==> src/rtl/core/twc_pkg.sv <==
// ----------------------------------------------------------------------------
// twc_pkg: shared types and constants for the textured wall column core
// controller state, command and status bundles, field widths, register codes
// ----------------------------------------------------------------------------
`default_nettype none

package twc_pkg;

  // default geometry
  localparam int SCREEN_HEIGHT_DEF = 64;
  localparam int TEXTURE_SIZE_DEF  = 64;

  // fixed field widths
  localparam int COL_W   = 12;
  localparam int WH_W    = 16;
  localparam int DIST_W  = 16;
  localparam int TX_W    = 6;
  localparam int TIDX_W  = 3;
  localparam int ROW_O_W = 6;
  localparam int SHEET_W = 9;
  localparam int TROW_W  = 6;
  localparam int FRAC_W  = 16;
  localparam int HGT_W   = WH_W + 1;  // height after the +2 bias
  localparam int HALF_W  = 16;        // clipped half, below 2^15

  // configuration register indexes
  localparam int CFG_IDX_W = 1;
  localparam logic [CFG_IDX_W-1:0] CFG_MIN_DEPTH = 1'b0;
  localparam logic [CFG_IDX_W-1:0] CFG_MAX_DEPTH = 1'b1;

  typedef enum logic [2:0] {
    ST_IDLE,
    ST_DIV,
    ST_MUL,
    ST_PRIME,
    ST_EMIT
  } state_t;

  typedef struct packed {
    logic load;      // capture a column
    logic div_step;  // one quotient bit
    logic mul_step;  // one bit of half * step mod wrap
    logic v_adv;     // advance v by step
    logic row_adv;   // beat taken, move to the next row
  } cmd_t;

  typedef struct packed {
    logic div_last;
    logic mul_last;
    logic clip;
    logic row_last;
  } status_t;

endpackage

`default_nettype wire

==> src/rtl/core/twc_ctrl.sv <==
// ----------------------------------------------------------------------------
// twc_ctrl: sequencer for the textured wall column core
// steps divide, clip offset, prime and row emission over the datapath
// ----------------------------------------------------------------------------
`default_nettype none

module twc_ctrl (
  input  wire logic            clk,
  input  wire logic            rst_n,
  input  wire logic            in_valid,
  output logic                 in_ready,
  output logic                 out_valid,
  input  wire logic            out_ready,
  input  wire twc_pkg::status_t sts,
  output twc_pkg::cmd_t        cmd
);

  twc_pkg::state_t state_r, state_nxt;

  always_ff @(posedge clk) begin
    if (!rst_n) begin
      state_r <= twc_pkg::ST_IDLE;
    end else begin
      state_r <= state_nxt;
    end
  end

  always_comb begin
    state_nxt = state_r;
    cmd       = '0;
    in_ready  = 1'b0;
    out_valid = 1'b0;
    unique case (state_r)
      twc_pkg::ST_IDLE: begin
        in_ready = 1'b1;
        if (in_valid) begin
          cmd.load  = 1'b1;
          state_nxt = twc_pkg::ST_DIV;
        end
      end
      twc_pkg::ST_DIV: begin
        cmd.div_step = 1'b1;
        if (sts.div_last) begin
          state_nxt = sts.clip ? twc_pkg::ST_MUL : twc_pkg::ST_PRIME;
        end
      end
      twc_pkg::ST_MUL: begin
        cmd.mul_step = 1'b1;
        if (sts.mul_last) begin
          state_nxt = twc_pkg::ST_PRIME;
        end
      end
      twc_pkg::ST_PRIME: begin
        cmd.v_adv = 1'b1;
        state_nxt = twc_pkg::ST_EMIT;
      end
      twc_pkg::ST_EMIT: begin
        out_valid = 1'b1;
        if (out_ready) begin
          cmd.row_adv = 1'b1;
          if (sts.row_last) begin
            state_nxt = twc_pkg::ST_IDLE;
          end
        end
      end
      default: begin
        state_nxt = twc_pkg::ST_IDLE;
      end
    endcase
  end

  // a column is never taken while a beat is offered
  a_no_overlap: assert property (@(posedge clk) disable iff (!rst_n)
    !(in_ready && out_valid))
    else $error("input taken during emission");

  a_load_div: assert property (@(posedge clk) disable iff (!rst_n)
    (in_valid && in_ready) |=> (state_r == twc_pkg::ST_DIV))
    else $error("divide did not start after load");

  a_noclip_skip: assert property (@(posedge clk) disable iff (!rst_n)
    (state_r == twc_pkg::ST_DIV && sts.div_last && !sts.clip)
      |=> (state_r == twc_pkg::ST_PRIME))
    else $error("unclipped column entered clip offset");

  a_last_idle: assert property (@(posedge clk) disable iff (!rst_n)
    (out_valid && out_ready && sts.row_last) |=> in_ready)
    else $error("not idle after last beat");

endmodule

`default_nettype wire

==> src/rtl/core/twc_dp.sv <==
// ----------------------------------------------------------------------------
// twc_dp: datapath of the textured wall column core
// restoring divider, modular shift-add for the clip offset, row generator
// ----------------------------------------------------------------------------
`default_nettype none

module twc_dp #(
  parameter int SCREEN_HEIGHT = twc_pkg::SCREEN_HEIGHT_DEF,
  parameter int TEXTURE_SIZE  = twc_pkg::TEXTURE_SIZE_DEF
) (
  input  wire logic                        clk,
  input  wire twc_pkg::cmd_t               cmd,
  output twc_pkg::status_t                 sts,
  input  wire logic [twc_pkg::COL_W-1:0]   in_column,
  input  wire logic [twc_pkg::WH_W-1:0]    in_wall_height,
  input  wire logic [twc_pkg::DIST_W-1:0]  in_distance,
  input  wire logic [twc_pkg::TX_W-1:0]    in_texture_x,
  input  wire logic [twc_pkg::TIDX_W-1:0]  in_texture_index,
  input  wire logic                        in_is_empty,
  input  wire logic [twc_pkg::DIST_W-1:0]  min_depth,
  input  wire logic [twc_pkg::DIST_W-1:0]  max_depth,
  output logic [twc_pkg::COL_W-1:0]        out_column,
  output logic [twc_pkg::ROW_O_W-1:0]      out_screen_row,
  output logic [twc_pkg::SHEET_W-1:0]      out_sheet_column,
  output logic [twc_pkg::TROW_W-1:0]       out_texture_row,
  output logic                             out_blank,
  output logic [twc_pkg::DIST_W-1:0]       out_depth,
  output logic                             out_last
);

  localparam int WRAP    = TEXTURE_SIZE * (2 ** twc_pkg::FRAC_W);
  localparam int WRAP_W  = $clog2(WRAP + 1);
  localparam int DCNT_W  = $clog2(WRAP_W);
  localparam int MCNT_W  = $clog2(twc_pkg::HALF_W);
  localparam int ROW_W   = $clog2(SCREEN_HEIGHT + 1);
  localparam int HGT_W   = twc_pkg::HGT_W;
  localparam logic [WRAP_W-1:0] WrapVal = WRAP_W'(WRAP);
  localparam logic [HGT_W-1:0]  ScrH    = HGT_W'(SCREEN_HEIGHT);
  localparam logic [ROW_W-1:0]  ScrHalf = ROW_W'(SCREEN_HEIGHT / 2);

  logic [HGT_W-1:0]                height_r;
  logic [HGT_W-1:0]                rem_r;
  logic [WRAP_W-1:0]               q_r;
  logic [WRAP_W-1:0]               v_r;
  logic [DCNT_W-1:0]               div_cnt_r;
  logic [MCNT_W-1:0]               mul_cnt_r;
  logic [twc_pkg::HALF_W-1:0]      half_r;
  logic                            clip_r;
  logic [ROW_W-1:0]                rows_left_r;
  logic [twc_pkg::ROW_O_W-1:0]     row_pos_r;
  logic [twc_pkg::COL_W-1:0]       col_r;
  logic [twc_pkg::SHEET_W-1:0]     sheet_r;
  logic                            empty_r;
  logic [twc_pkg::DIST_W-1:0]      depth_r;

  // load-time values
  logic [HGT_W-1:0]           height_in;
  logic                       clip_in;
  logic [HGT_W-1:0]           over_in;
  logic [ROW_W-1:0]           rows_in;
  logic [ROW_W-1:0]           start_in;
  logic [twc_pkg::DIST_W-1:0] dlow;

  // divider step
  logic [HGT_W:0] trial;
  logic           ge;

  // modular arithmetic
  logic [WRAP_W:0]   dbl;
  logic [WRAP_W-1:0] dbl_red;
  logic [WRAP_W-1:0] addend;
  logic [WRAP_W:0]   msum;
  logic [WRAP_W-1:0] msum_red;
  logic [WRAP_W:0]   asum;
  logic [WRAP_W-1:0] asum_red;
  logic [WRAP_W+5:0] v_ext;

  always_comb begin
    height_in = HGT_W'(in_wall_height) + HGT_W'(2);
    clip_in   = height_in > ScrH;
    over_in   = height_in - ScrH;
    rows_in   = clip_in ? ROW_W'(SCREEN_HEIGHT) : ROW_W'(height_in);
    start_in  = ScrHalf - (rows_in >> 1);
    dlow      = (in_distance < min_depth) ? min_depth : in_distance;

    trial = {rem_r, WrapVal[div_cnt_r]};
    ge    = trial >= {1'b0, height_r};

    dbl      = {v_r, 1'b0};
    dbl_red  = (dbl >= {1'b0, WrapVal}) ? WRAP_W'(dbl - {1'b0, WrapVal}) : WRAP_W'(dbl);
    addend   = half_r[mul_cnt_r] ? q_r : '0;
    msum     = {1'b0, dbl_red} + {1'b0, addend};
    msum_red = (msum >= {1'b0, WrapVal}) ? WRAP_W'(msum - {1'b0, WrapVal}) : WRAP_W'(msum);
    asum     = {1'b0, v_r} + {1'b0, q_r};
    asum_red = (asum >= {1'b0, WrapVal}) ? WRAP_W'(asum - {1'b0, WrapVal}) : WRAP_W'(asum);
    v_ext    = (WRAP_W+6)'(v_r);
  end

  always_ff @(posedge clk) begin
    if (cmd.load) begin
      height_r    <= height_in;
      rem_r       <= '0;
      q_r         <= '0;
      v_r         <= '0;
      div_cnt_r   <= DCNT_W'(WRAP_W - 1);
      mul_cnt_r   <= MCNT_W'(twc_pkg::HALF_W - 1);
      half_r      <= clip_in ? twc_pkg::HALF_W'(over_in >> 1) : '0;
      clip_r      <= clip_in;
      rows_left_r <= rows_in;
      row_pos_r   <= twc_pkg::ROW_O_W'(start_in);
      col_r       <= in_column;
      sheet_r     <= in_is_empty ? '0 : {in_texture_index, in_texture_x};
      empty_r     <= in_is_empty;
      depth_r     <= (dlow > max_depth) ? max_depth : dlow;
    end
    if (cmd.div_step) begin
      rem_r     <= ge ? HGT_W'(trial - {1'b0, height_r}) : HGT_W'(trial);
      q_r       <= {q_r[WRAP_W-2:0], ge};
      div_cnt_r <= div_cnt_r - DCNT_W'(1);
    end
    if (cmd.mul_step) begin
      v_r       <= msum_red;
      mul_cnt_r <= mul_cnt_r - MCNT_W'(1);
    end
    if (cmd.v_adv || cmd.row_adv) begin
      v_r <= asum_red;
    end
    if (cmd.row_adv) begin
      rows_left_r <= rows_left_r - ROW_W'(1);
      row_pos_r   <= row_pos_r + twc_pkg::ROW_O_W'(1);
    end
  end

  always_comb begin
    sts.div_last = div_cnt_r == '0;
    sts.mul_last = mul_cnt_r == '0;
    sts.clip     = clip_r;
    sts.row_last = rows_left_r == ROW_W'(1);
  end

  assign out_column       = col_r;
  assign out_screen_row   = row_pos_r;
  assign out_sheet_column = sheet_r;
  assign out_texture_row  = empty_r ? '0 : v_ext[twc_pkg::FRAC_W +: twc_pkg::TROW_W];
  assign out_blank        = empty_r;
  assign out_depth        = depth_r;
  assign out_last         = rows_left_r == ROW_W'(1);

endmodule

`default_nettype wire

==> src/rtl/core/textured_wall_column_span_core.sv <==
// ----------------------------------------------------------------------------
// textured_wall_column_span_core: textured wall column span generator
// turns one raycast column into one pixel beat per drawn screen row
// ----------------------------------------------------------------------------
// One column at a time. After a column is taken, a restoring divider forms the
// texture step TEXTURE_SIZE / (wall_height + 2), Q7.16 at the default texture
// size, at one quotient bit per cycle. A wall taller than the screen then goes
// through a shift-add unit that forms the starting v as half * step modulo the
// texture wrap. A prime step advances v by the texture step, and then one pixel
// beat leaves per cycle while out_ready is high, top row first, with last set
// on the final row. The user must write min_depth and max_depth through the cfg
// port only while no column is in flight; the core does not enforce this.
// ----------------------------------------------------------------------------
`default_nettype none

module textured_wall_column_span_core #(
  parameter int SCREEN_HEIGHT = twc_pkg::SCREEN_HEIGHT_DEF,
  parameter int TEXTURE_SIZE  = twc_pkg::TEXTURE_SIZE_DEF
) (
  input  wire logic                              clk,
  input  wire logic                              rst_n,
  // configuration writes
  input  wire logic                              cfg_we,
  input  wire logic [twc_pkg::CFG_IDX_W-1:0]     cfg_index,
  input  wire logic [twc_pkg::DIST_W-1:0]        cfg_wdata,
  // column input
  input  wire logic                              in_valid,
  output logic                                   in_ready,
  input  wire logic [twc_pkg::COL_W-1:0]         in_column,
  input  wire logic [twc_pkg::WH_W-1:0]          in_wall_height,
  input  wire logic [twc_pkg::DIST_W-1:0]        in_distance,
  input  wire logic [twc_pkg::TX_W-1:0]          in_texture_x,
  input  wire logic [twc_pkg::TIDX_W-1:0]        in_texture_index,
  input  wire logic                              in_is_empty,
  // pixel output
  output logic                                   out_valid,
  input  wire logic                              out_ready,
  output logic [twc_pkg::COL_W-1:0]              out_column,
  output logic [twc_pkg::ROW_O_W-1:0]            out_screen_row,
  output logic [twc_pkg::SHEET_W-1:0]            out_sheet_column,
  output logic [twc_pkg::TROW_W-1:0]             out_texture_row,
  output logic                                   out_blank,
  output logic [twc_pkg::DIST_W-1:0]             out_depth,
  output logic                                   out_last
);

  // depth clamp registers, low bound applied first so max wins when crossed
  logic [twc_pkg::DIST_W-1:0] min_depth_r, min_depth_nxt;
  logic [twc_pkg::DIST_W-1:0] max_depth_r, max_depth_nxt;

  always_comb begin
    min_depth_nxt = min_depth_r;
    max_depth_nxt = max_depth_r;
    if (cfg_we) begin
      unique case (cfg_index)
        twc_pkg::CFG_MIN_DEPTH: min_depth_nxt = cfg_wdata;
        twc_pkg::CFG_MAX_DEPTH: max_depth_nxt = cfg_wdata;
        default: ;
      endcase
    end
  end

  always_ff @(posedge clk) begin
    if (!rst_n) begin
      min_depth_r <= twc_pkg::DIST_W'(1);
      max_depth_r <= '1;
    end else begin
      min_depth_r <= min_depth_nxt;
      max_depth_r <= max_depth_nxt;
    end
  end

  // command and status between sequencer and datapath
  twc_pkg::cmd_t    cmd;
  twc_pkg::status_t sts;

  twc_ctrl u_ctrl (
    .clk       (clk),
    .rst_n     (rst_n),
    .in_valid  (in_valid),
    .in_ready  (in_ready),
    .out_valid (out_valid),
    .out_ready (out_ready),
    .sts       (sts),
    .cmd       (cmd)
  );

  twc_dp #(
    .SCREEN_HEIGHT (SCREEN_HEIGHT),
    .TEXTURE_SIZE  (TEXTURE_SIZE)
  ) u_dp (
    .clk              (clk),
    .cmd              (cmd),
    .sts              (sts),
    .in_column        (in_column),
    .in_wall_height   (in_wall_height),
    .in_distance      (in_distance),
    .in_texture_x     (in_texture_x),
    .in_texture_index (in_texture_index),
    .in_is_empty      (in_is_empty),
    .min_depth        (min_depth_r),
    .max_depth        (max_depth_r),
    .out_column       (out_column),
    .out_screen_row   (out_screen_row),
    .out_sheet_column (out_sheet_column),
    .out_texture_row  (out_texture_row),
    .out_blank        (out_blank),
    .out_depth        (out_depth),
    .out_last         (out_last)
  );

endmodule

`default_nettype wire

==> config.mk <==
export PLATFORM = sky130hd
export DESIGN_NAME = textured_wall_column_span_core
export DESIGN_NICKNAME = d
export VERILOG_FILES = /design/src/rtl/core/twc_pkg.sv /design/src/rtl/core/twc_ctrl.sv /design/src/rtl/core/twc_dp.sv /design/src/rtl/core/textured_wall_column_span_core.sv
export SDC_FILE = /design/constraint.sdc
export NUM_CORES = 1
export LEC_CHECK = 0
export ABC_AREA = 1
export BUFFER_PORTS_ARGS = -buffer_cell sky130_fd_sc_hd__buf_2
export CAP_MARGIN = 20
export CORE_UTILIZATION = 40
export CTS_CLUSTER_SIZE = 28
export DETAILED_ROUTE_END_ITERATION = 8
export SETUP_SLACK_MARGIN = 0.02
export SLEW_MARGIN = 30
export SYNTH_ARGS = -nofsm -noshare
export SYNTH_HDL_FRONTEND = slang
export SYNTH_SLANG_ARGS = --single-unit
==> constraint.sdc <==
create_clock -name clk -period 9.6 [get_ports clk]
set_clock_uncertainty 0.2 [all_clocks]
set_input_delay 1.92 -clock clk [delete_from_list [all_inputs] [get_ports clk]]
set_output_delay 1.92 -clock clk [all_outputs]
set_load 0.05 [all_outputs]
Yosys cells after proc, flatten, opt, wreduce, memory -nomap -nowiden. Memories as Yosys holds them, arrays and structs flattened. A register that Yosys moved wholly into a read port is not among the register bits. Index checks and enable logic that the tools add are counted.

$add $sub $neg: 13. Order comparisons: 9. Eq/ne operators: 10. Mux-type cells: 43. Bitwise gates (word level): 1. Reduce and logical (&&, ||, !) cells: 11.

Operators with widths (count): $mux 23 (8); $ge 24x23->1 const B (3); $sub 23x23->23 const B (3); $mux 17 (3); $add 23x23->24 (2); $mux 16 (2); $mux 7 (3); $ge 18x17->1 (1); $mux 6 (3); $add 16x2->17 const B (1); $gt 17x7->1 const B (1); $sub 17x17->17 (1); $sub 17x7->17 const B (1); $gt 16x16->1 (1); $lt 16x16->1 (1); $mux 3 (5); $mux 5 (3); $pmux 3 s5 (1); $mux 1 (12); $ne 2x2->1 const B (5); $mux 4 (2); $eq 7x1->1 const B (1); $sub 7x1->7 const B (1); $add 6x1->6 const B (1); other kinds (18) (22).

Bits in registers: 192. Memory bits (read-only): 32. Input bits: 76. Output and inout bits: 53. Word-level logic and storage cells: 105. Memories: 1.

Memories: (no name shown) (depth 32, bits a word 1, read ports 1, clocked after Yosys merged registers in 1, write ports 0, RTL line twc_dp.sv:86) `trial = {rem_r, WrapVal[div_cnt_r]};`.

Logic depth before layout (Yosys ltp).
Depth in word-level cells: 8. Mapped depth: 22.

Modules after synthesis. A second synthesis with hierarchy kept.

Cells, all modules: 1661. Area, all modules: 12931.2 um2.

Modules (own cells, without submodules): twc_dp (times used 1, cells each 1446, area each 11423.5 um2); textured_wall_column_span_core (times used 1, cells each 172, area each 1275.0 um2); twc_ctrl (times used 1, cells each 43, area each 232.7 um2).

Worst setup path before layout. OpenSTA, ideal clock, no wires.

Kind: input port to flip-flop. Start: in in_distance[15] (netlist bit). End: reg u_dp.depth_r (netlist bit u_dp.out_depth[15]) (data pin). Arrival time: 4.551 ns. Data required time: 9.134 ns. Slack: 4.584 ns. Cell stages on the path: 18. Cell sequence: ha_1 nand2_1 inv_1 nand3_1 inv_1 a21oi_1 clkbuf_1 nand3_1 and2_1 ha_1 nand2_1 o21a_1 o221a_2 nand2_1 nand2_1 buf_1 nand2_1 o21ai_0.

Longest elaborated chain between the ends: 4.

Ends and longest elaborated chain: start: declaration (RTL line textured_wall_column_span_core.sv:31) `input wire logic [twc_pkg::DIST_W-1:0] in_distance,`; $lt 16x16->1 (RTL line twc_dp.sv:84) `dlow = (in_distance < min_depth) ? min_depth : in_distance;`; $mux 16 * (RTL line twc_dp.sv:84); $gt 16x16->1 (RTL line twc_dp.sv:114) `depth_r <= (dlow > max_depth) ? max_depth : dlow;`; $mux 16 * (RTL line twc_dp.sv:114); end signal: assignment (RTL line twc_dp.sv:114); end: declaration (RTL line twc_dp.sv:54) `logic [twc_pkg::DIST_W-1:0] depth_r;`.

Mark *: on every way between the ends. The rest lies on a longest branch, timed or not. A chain may end at the register's enable or synchronous reset.

Worst setup path after layout.
Start: in in_distance[7] (netlist bit). End: reg u_dp.depth_r (netlist bit u_dp.out_depth[0]) (data pin).

Same word-level chain as after synthesis.

==> metrics.md <==
| Metric | Value |
|---|---|
| Final Cycle Share | 58.32% |
| Gr ovfl total | 0 |
| Yosys reg bits | between 150 and 200 |
| Hold-fix buffers at CTS | 0 |
| Routed vias/inst | 5.124 |
| Nets | 1914 |
| Main synth FF type | edfxtp_1 |
| Final Worst Setup Slack | 4.002 ns |
| GP Congestion | 0.9293 |
| Global-route usage over all layers | 20.04% |
| Avg WL per Cell | 14.98 microns |
| # DRC | 0 |
| Post-Route WL | 32.23 mm |
| Final setup viols | 0 |
| Clk buf depth | 2 |
| Layout cells sized above 1 | about an eighth |
| Post-CTS sizing | 0 |
| Leakage | 6.713 nW |
| Drt first pass iters | 5 |
| Critical Path RT | 9.60 ns |
| Reg2Reg Depth | 20 |
| Final Hold Fails | 0 |
| Total I/O pin count | approximately 130 |
| Cell count after synthesis | 1617 |
| Multi-input combinational cell area | 6381 sq um |
| YS warnings | 0 |
| Slew Limit Fails | 0 |
| Max Cap Viol | 0 |
| Die W | 180.9 microns |
| Overall power | 4.497 mW |
| Largest net degree at the start of global routing | 73 |
| Synth cell types | 51 |
| Setup bufs post-CTS | 0 |
| Pre-CTS WS | 3.514 ns |
| Worst VDD drop | approximately 0.17 mV |
| Clk sinks | 191 |
| Measured slew at the worst slew-check pin | 0.9059 ns |
| Post-DP HPWL | 24.35 mm |
| Cts bufs inserted | 17 |
| Post-Syn Nets | 1795 |
| Initial antenna violation count | 2 |
| Hold Path Stages | 2 |
| Unrepaired setup endpoints after global routing | no |
| Hold Crit Class | reg2reg |
| Buffers added on ports | 128 |
| Sequential Area | roughly 5400 sq um |
| Starting Density | approximately two fifths |
| Initial DRC count | roughly 750 |
| Vias in the first global route | 10470 |
| Global-route wire length before repair | between 50 and 60 mm |
| Fraction of registers with async set/reset | 0% |
| N_diodes | 0 |
| Worst setup SP type | input port |
| Setup Total Neg Slack | 0 ns |
| Status | complete, no violations |
| Vias | approximately 11000 |
| Die area | 32720 sq um |
| Crit path DAT | 5.60 ns |
| Mapped Area | between 10000 and 15000 sq um |
| Site Rows | 65 |
| Crit path max fanout | 31 |
| H-tree Lvls | 4 |
| PD cells | 312.3 nW/um^2 |
| Fin crit period | approximately 5.6 ns |
| Post-Route Utilization | 45.63% |
| CP Capture Type | flip-flop |
| Slew headroom | 39.60% |
| Root Buffer | clkbuf_16 |
| Worst setup path category | in2reg |
| Most frequent cells in the layout | nand2_1 (321), inv_1 (234), nor2_1 (205) |
| Mean Syn Cell Area | 7.916 sq um |
| Most common cell after layout, fill and taps aside | nand2_1 |
| Area delta synth->final | 12.49% |
| CTS tree | built |
| Max Clk Rate | 178.6 MHz |
| EDFF count, synth | 155 |
| Clock transition at the registers of the reported paths | 0.07 ns |
| Register area share after synthesis | 41.99% |
| Die height | ~180 microns |
| Skew-Pair Late Insertion Delay | 0.45 ns |
| Remaining antenna violation count after routing | 0 |
| FILL cells | 3134 |
| Core area | approximately 32000 sq um |
==> cell families after synthesis <==
kind of cell,after synthesis,synth area share (%)
and+or+nand+nor,709,23.61
AOI/OAI and AO/OA,302,13.36
buffers and inverters,275,8.231
DFF,191,41.99
adders and majority gates,102,10.15
xor gates and xnor gates,38,2.659
==> critical path: stages <==
cell      delay, ns
buf_2          0.11
ha_1           0.30
a21oi_1        0.14
o21ai_0        0.11
o21ai_2        0.54
nand2_1        0.52
nand2_1        0.15
and2_1         0.16
ha_1           0.24
a21oi_1        0.14
o21a_1         0.14
o221ai_1       0.11
nand2_1        0.08
nand2_1        0.04
nand2_1        0.61
inv_1          0.12
nand2_1        0.08
o21ai_0        0.07
==> routing by layer <==
layer	wire, microns	part of all wire [%]	GRT usage, %	vias up
li1	-	-	-	5641
met3	1568	4.9	3.528	26
met2	14680	46	32.48	248
met5	23	0.071	0	-
met1	15620	48	27.79	5102
met4	331	1.0	4.547	4
==> cell usage after synthesis (all sizes together) (22+ instances only) <==
master	n	area share [%]
nand2	334	10
inv	240	7.0
nor2	215	6.6
edfxtp	155	36
o21ai	123	4.9
a21oi	110	4.3
ha	99	9.7
nand3	87	3.5
dfxtp	36	5.6
clkbuf	25	0.74
nand4	22	1.1
nor3	22	0.94
==> state kept, by name, indices dropped and copies added (netlist names) <==
signal / flops
u_dp.mul_cnt_r: 4
max_depth_r: 16
u_dp.height_r: 17
u_dp.rem_r: 17
u_dp.q_r: 22
u_dp.div_cnt_r: 5
u_dp.v_r: 22
u_dp.out_blank: 1
u_ctrl.state_r: 3
u_dp.out_column: 12
u_dp.out_depth: 16
u_dp.clip_r: 1
u_dp.rows_left_r: 7
u_dp.half_r: 16
u_dp.out_sheet_column: 9
u_dp.trial: 1
min_depth_r: 16
u_dp.out_screen_row: 6
==> through the flow <==
stage,hold slack (ns),instances,area (sq um)
2_1_floorplan,0.2527,1617,12800
3_3_place_gp,0.2833,2119,13840
3_5_place_dp,0.2942,2119,13850
4_1_cts,0.3051,2151,14400
5_1_grt,0.3233,2151,14400
6_report,0.3051,2151,14400
==> area by class of cell <==
cell class                 instances  share of cell area [%]
clock buffer                      19                   3.154
clock inverter                    13                  0.6865
inverter                         242                   6.309
multi-input combinational       1151                   44.32
sequential                       191                   37.33
tap                              402                   3.493
timing repair buffer             133                   4.710
==> where the power goes <==
| part | total, mW | switching [mW] | internal (mW) |
|---|---|---|---|
| Clock | 0.691 | 0.339 | 0.352 |
| Combinational | 2.39 | 1.66 | 0.729 |
| Sequential | 1.41 | 0.140 | 1.27 |
==> path summary, 6_finish.rpt <==
path | from | to | slack (ns)
min | min_depth_r[7] | min_depth_r[7] | 0.31
max | in_distance[7] | u_dp.out_depth[0] | 4.00
min reg2reg | min_depth_r[7] | min_depth_r[7] | 0.31
max reg2reg | u_dp.mul_cnt_r[0] | u_dp.v_r[11] | 5.07
Power figures use the tool's default switching activity.
